`src/rtl/core/vfc_pkg.sv`:
```
// Shared types and constants for the voxel face culling block.
// Used by all rtl/core modules but vfc_ram and by the testbench; depends on nothing else.
package vfc_pkg;

    // Default chunk edge: 2**LOG_SIZE voxels.
    localparam int LOG_SIZE_DEF = 4;

    // Fixed field widths of the request and face record.
    localparam int MODE_W  = 2;
    localparam int COORD_W = 4;
    localparam int SIDE_W  = 3;
    localparam int TYPE_W  = 8;
    localparam int DIR_W   = 3;

    // Number of face directions.
    localparam int NUM_DIRS = 6;

    // Request modes.
    localparam logic [MODE_W-1:0] MODE_WR_VOXEL = 2'd0;
    localparam logic [MODE_W-1:0] MODE_WR_NBR   = 2'd1;
    localparam logic [MODE_W-1:0] MODE_QUERY    = 2'd2;

    // Face directions and neighbour layer codes.
    localparam logic [DIR_W-1:0] DIR_LEFT   = 3'd0;
    localparam logic [DIR_W-1:0] DIR_RIGHT  = 3'd1;
    localparam logic [DIR_W-1:0] DIR_BOTTOM = 3'd2;
    localparam logic [DIR_W-1:0] DIR_TOP    = 3'd3;
    localparam logic [DIR_W-1:0] DIR_FRONT  = 3'd4;
    localparam logic [DIR_W-1:0] DIR_BACK   = 3'd5;
    localparam logic [DIR_W-1:0] DIR_DONE   = 3'd6;

    // Request payload.
    typedef struct packed {
        logic [MODE_W-1:0]  mode;
        logic [COORD_W-1:0] x;
        logic [COORD_W-1:0] y;
        logic [COORD_W-1:0] z;
        logic [SIDE_W-1:0]  side;
        logic [TYPE_W-1:0]  block_type;
    } vfc_req_t;

    // Face record payload.
    typedef struct packed {
        logic [COORD_W-1:0] face_x;
        logic [COORD_W-1:0] face_y;
        logic [COORD_W-1:0] face_z;
        logic [SIDE_W-1:0]  face_side;
        logic [TYPE_W-1:0]  face_type;
        logic               last_face;
    } vfc_face_t;

    // Commands from the controller to the datapath.
    typedef struct packed {
        logic             accept;
        logic             scan;
        logic [DIR_W-1:0] dir;
        logic             emit;
    } vfc_cmd_t;

    // Status from the datapath to the controller.
    typedef struct packed {
        logic is_query;
        logic center_air;
        logic mask_empty;
        logic out_free;
        logic emit_last;
    } vfc_stat_t;

endpackage

```
`src/rtl/core/vfc_ctrl.sv`:
```
// Controller: state machine that sequences writes, the neighbour scan and face emission.
// Depends on vfc_pkg.
module vfc_ctrl (
    input  logic               clk,
    input  logic               rst_n,
    input  logic               req_valid,
    output logic               req_stall,
    input  vfc_pkg::vfc_stat_t stat,
    output vfc_pkg::vfc_cmd_t  cmd
);
    import vfc_pkg::*;

    typedef enum logic [2:0] {
        ST_IDLE = 3'b001,
        ST_SCAN = 3'b010,
        ST_EMIT = 3'b100
    } state_t;

    state_t state_reg, state_next;
    logic [DIR_W-1:0] dir_reg, dir_next;

    // Next state and commands.
    always_comb
    begin
        state_next = state_reg;
        dir_next   = dir_reg;
        cmd.accept = 1'b0;
        cmd.scan   = 1'b0;
        cmd.emit   = 1'b0;
        cmd.dir    = dir_reg;
        unique case (state_reg)
            ST_IDLE:
            begin
                cmd.accept = req_valid;
                if (req_valid && stat.is_query)
                begin
                    state_next = ST_SCAN;
                    dir_next   = DIR_LEFT;
                end
            end
            ST_SCAN:
            begin
                cmd.scan = 1'b1;
                if ((dir_reg == DIR_LEFT) && stat.center_air)
                begin
                    state_next = ST_IDLE;
                end
                else if (dir_reg == DIR_DONE)
                begin
                    state_next = stat.mask_empty ? ST_IDLE : ST_EMIT;
                end
                else
                begin
                    dir_next = dir_reg + DIR_W'(1);
                end
            end
            ST_EMIT:
            begin
                cmd.emit = stat.out_free;
                if (stat.out_free && stat.emit_last)
                begin
                    state_next = ST_IDLE;
                end
            end
            default:
            begin
                state_next = ST_IDLE;
            end
        endcase
    end

    assign req_stall = (state_reg != ST_IDLE);

    // State registers.
    always_ff @(posedge clk or negedge rst_n)
    begin
        if (!rst_n)
        begin
            state_reg <= ST_IDLE;
            dir_reg   <= DIR_LEFT;
        end
        else
        begin
            state_reg <= state_next;
            dir_reg   <= dir_next;
        end
    end

endmodule

```
`config.mk`:
```
export PLATFORM = sky130hd
export DESIGN_NAME = vfc_ctrl
export DESIGN_NICKNAME = d
export VERILOG_FILES = /design/src/rtl/core/vfc_pkg.sv /design/src/rtl/core/vfc_ctrl.sv
export SDC_FILE = /design/constraint.sdc
export NUM_CORES = 1
export LEC_CHECK = 0
export BUFFER_PORTS_ARGS = -buffer_cell sky130_fd_sc_hd__buf_2
export CORE_AREA = 2 2 39 41
export CTS_BUF_LIST = sky130_fd_sc_hd__clkbuf_4 sky130_fd_sc_hd__clkbuf_8 sky130_fd_sc_hd__clkbuf_16
export DETAILED_ROUTE_END_ITERATION = 10
export DIE_AREA = 0 0 41 43
export PLACE_DENSITY = 0.61
export SYNTH_ARGS = -nofsm -noshare
export SYNTH_HDL_FRONTEND = slang
export SYNTH_SLANG_ARGS = --single-unit
```
`constraint.sdc`:
```
create_clock -name clk -period 3.2 [get_ports clk]
set_input_delay 0.32 -clock clk [delete_from_list [all_inputs] [get_ports clk]]
set_output_delay 0.32 -clock clk [all_outputs]
set_load 0.005 [all_outputs]
```
After elaboration in Yosys (flattened, before gate mapping) --
Index checks and enable logic that the tools add are counted.
Storage, ports and cells: flip-flop bits (word level) 6, bits in latches 0, RAM bits 0, ROM bits 0, input bits 8, output and inout bits 7, logic and storage cells 33, memories 0
Cells by class: add/sub/neg operators 1, $mul 0, divide/modulo/power cells 0, magnitude comparators 0, equality and inequality tests 10, shifts and indexed selects 0, muxes and demuxes 13, bitwise operators 0, reductions and logical operators 7
Operators by type and width (count):
- 3-bit two-way mux | 8
- 3-bit case mux with 3 select lines | 1
- 2-bit inequality test (second input constant) | 4
- 3-bit == test (second input constant) | 2
- 3-bit case mux with 2 select lines | 1
- 4-bit AND reduction | 1
- 3-bit by 1-bit adder with 3-bit output (second input constant) | 1
- 3-bit by 1-bit == test with 1-bit output (second input constant) | 1
- 3-bit by 2-bit == test with 1-bit output (second input constant) | 1
- 1-bit logical AND | 3
- 3-bit logical NOT | 1
- 1-bit two-way mux | 3
- 3-bit by 1-bit inequality test with 1-bit output (second input constant) | 1
- 3-bit inequality test (second input constant) | 1
- 3-bit AND reduction | 1
- 2-bit nonzero test | 1

Longest topological paths before layout --
word-level depth 4, gate-level depth with buffers 6, gate-level depth less buffers 6

Worst setup path after synthesis --
Ideal clock, no wire load.
path kind reg-to-reg, from register dir_reg[0], to register state_reg[2], library setup time 0.077 ns, arrival time 1.473 ns, required time 3.123 ns, setup slack 1.649 ns, stages on the path, launching flop included 6, path buffers 0, period minus slack after synthesis 1.551 ns, cells stage by stage dfrtp_1 inv_1 ha_1 nand2_1 or4b_2 a21oi_1
Between the ends: longest elaborated chain between the ends 4, elaborated cells on any way between the ends 7, those cells by class eq/ne: 2; mux: 2; reduce/logical: 3
Ends and longest elaborated chain:
- start, declared | line vfc_ctrl.sv:20 | logic [DIR_W-1:0] dir_reg, dir_next;
- start signal, assigned | line vfc_ctrl.sv:85 | dir_reg <= dir_next;
- 3-bit logical NOT | line vfc_ctrl.sv:44 | if ((dir_reg == DIR_LEFT) && stat.center_air)
- 1-bit logical AND | line vfc_ctrl.sv:44
- 3-bit inequality test (no source line) / 3-bit two-way mux (equally long branches)
- 3-bit AND reduction (no source line) / 3-bit case mux with 3 select lines (equally long branches)
- end signal, assigned | line vfc_ctrl.sv:84 | state_reg <= state_next;
- end, declared | line vfc_ctrl.sv:19 | state_t state_reg, state_next;
Several ways; a longest one is shown, not always the timed one. A chain may end at the register's enable or synchronous reset.

==> metrics <==
CTS tree done; Top delay family on crit path flip-flops; commonest cells in the netlist a21oi_1 (5), dfrtp_1 (5), nand3b_1 (5), nand2_1 (4); Critical-path top delay cell dfstp_2; synthesized area per cell a little over 9 um^2; data arrival time of the worst path about 1.5 ns; setup TNS 0 ns; peak supply drop ~0.00016 V; fin nets 74; number of remaining DRC errors 0; total CTS buffers 3; DR iter-0 viols 5; asr flop ratio synth 1.00; WP depth 3; routed len/inst around 11 um; CTS sink cnt 6; num ports 15; Clock Tree Buf Depth 2; final setup fails 0; CP Capture Point cmd[5]; Via density ~4.8; reg2reg setup slack 1.59 ns; sequential area share after synthesis 0.368; first-pass GRT wire length 1.32 mm; Total Routing Usage GR 0.116; Layout fillers approximately 150; Post-CTS Setup Inserts 0; Primary FF master, synth dfrtp_1; ant diodes 0; critical path, cell by cell or3b_4 > nor2_1 > buf_2; GR Overflow Total 0; Fmax achieved 0.566 GHz; area grow syn2layout 30.7%; Rows 14; Hold Path Depth 3; Yosys top cell by area dfrtp_1; Final Skew ~0.0067 ns; full die area 1760 um^2; share of layout cells above drive strength 1 0.355; worst r2r dst state_reg[2]; Leak 0.261 nW; warnings from Yosys 0; Reg power frac 0.389; CTS H-tree depth 1; status finished, final reports clean; Sw Ratio 0.329; Mapped Cells 44; PortBufs 14; Pre-antenna DRT Iters 4; Tcrit/Tclk final 0.552; min-delay src stat[2]; Combinational Power Share 0.358; EDFF count, synth 0; count of final hold-check violations 0; die width ~41 um; reg2reg path depth 5; clock network power share 0.253; Crit. End Element output port; Via Count 377; share of the synthesized area in the top cell type 0.304; cell internal pwr 0.219 mW; CP Launch Type flip-flop; minimum clock period between 1.5 and 2 ns; Req. time, crit path 2.88 ns; HPWL Detailed a little under 700 um; vias in the first global route around 360; Min-Delay Path Class primary input to flip-flop; Starting Density 0.297; post-route ant nets 0; Routed Wire Length 849 um; largest net degree at the start of global routing 10; syn_nets between 50 and 60; Crit path largest cell delay about 0.60 ns; Clock Root Buffer clkbuf_4; top post-synthesis cells by area dfrtp_1 (30%), ha_1 (9.1%), nand3b_1 (9.1%); Die Y approximately 43 um; switching pwr 0.108 mW; Pwr Total 0.327 mW; clock-pin slew on the worst setup and hold paths about 0.040 ns; Slew Limit Fails 0; Max-Cap Viols 0; number of library cell types mapped by synthesis 21; critical path fanouts, max 9; Rel. slew slack 0.831; clk_lat worst skew about 0.24 ns; Yosys reg bits 6; worst slew pin tran ~0.25 ns; core area between 1000 and 1500 um^2; Crit. Startpoint state_reg[0]; RSZ-0062 raised after global routing no; PD cells 608 nW/um^2; initial antenna violation count 0; crit path buf inv count 1; worst setup path category flip-flop to output port; RePlAce Congestion around 0.66; worst r2r src dir_reg[0]; synthesized area around 410 um^2
-- area by class of cell --
class,count,area [um^2],share of cell area
clock buffers,4,30.0,0.0558
inverters,3,11.3,0.0209
multi-input cells,34,245,0.456
flip-flops and latches,6,151,0.281
well taps,16,20.0,0.0372
repair buffers,15,80.1,0.149
-- layout by cell type (no fill, tap or decap), drive strengths merged --
master	Yosys	routed
a21oi	5	5
a31oi	2	2
a32o	1	1
and2	2	2
buf	0	14
clkbuf	1	4
dfrtp	5	5
dfstp	1	1
dlygate4sd3	0	1
ha	3	3
inv	3	3
mux2i	1	1
nand2	4	4
nand2b	2	2
nand3b	5	5
nand4b	1	1
nor2	2	2
nor2b	1	1
nor3b	1	1
nor4bb	1	1
o22ai	1	1
or3b	1	1
or4b	1	1
-- power groups by stage --
| stage | Combinational, mW | Sequential (mW) | Clock (mW) |
|---|---|---|---|
| 2_1_floorplan | 0.0794 | 0.122 | 0 |
| 3_3_place_gp | 0.119 | 0.128 | 0 |
| 3_5_place_dp | 0.119 | 0.128 | 0 |
| 4_1_cts | 0.120 | 0.126 | 0.0873 |
| 5_1_grt | 0.135 | 0.131 | 0.0939 |
| 6_report | 0.117 | 0.127 | 0.0827 |
-- tightest hold or removal path: cells and delay by family --
kind	cells	cell delay [ns]
and+or+nand+nor	1	0.11
AOI/OAI and AO/OA	1	0.05
buffers and inverters	1	0.09
-- stage by stage --
| step | setup slack [ns] | std cells | hold slack [ns] | utilization | instance area (um^2) |
|---|---|---|---|---|---|
| 2_1_floorplan | 1.65 | 44 | 0.0244 | - | 412 |
| 6_report | 1.43 | 78 | 0.376 | 0.389 | 538 |
| 5_1_grt | 1.33 | 78 | 0.388 | 0.389 | 538 |
| 4_1_cts | 1.42 | 78 | 0.361 | 0.389 | 538 |
| 3_3_place_gp | 1.63 | 73 | 0.145 | 0.360 | 498 |
| 3_5_place_dp | 1.60 | 73 | 0.149 | 0.360 | 498 |
-- logic make-up (layout without fill, tap and decap cells) --
| group | after synthesis | after routing | synth area share |
|---|---|---|---|
| AO/OA/AOI/OAI | 9 | 9 | 0.131 |
| adder cells (fa/ha/maj) | 3 | 3 | 0.0912 |
| buffers and inverters | 4 | 22 | 0.0365 |
| flip-flops | 6 | 6 | 0.368 |
| multiplexers | 1 | 1 | 0.0243 |
| AND/OR/NAND/NOR | 21 | 21 | 0.350 |
-- worst min-delay path by stage --
stage	slack (ns)	end
2_1_floorplan	0.02	dir_reg[0]
3_3_place_gp	0.14	dir_reg[2]
3_5_place_dp	0.15	dir_reg[0]
4_1_cts	0.36	state_reg[2]
5_1_grt	0.39	state_reg[2]
6_report	0.38	state_reg[2]
-- metal layers --
layer | global-route usage | routed length (um)
met1 | 0.113 | 366
met3 | 0.0157 | 37
met4 | 0.120 | 0
met5 | 0 | 0
met2 | 0.184 | 444
-- timing repair --
action                                 in CTS  in global routing
gates resized for setup                     0                  0
hold buffers                                1                  0
endpoints found under the hold margin       5                  0
(Power assumes the default switching activity.)
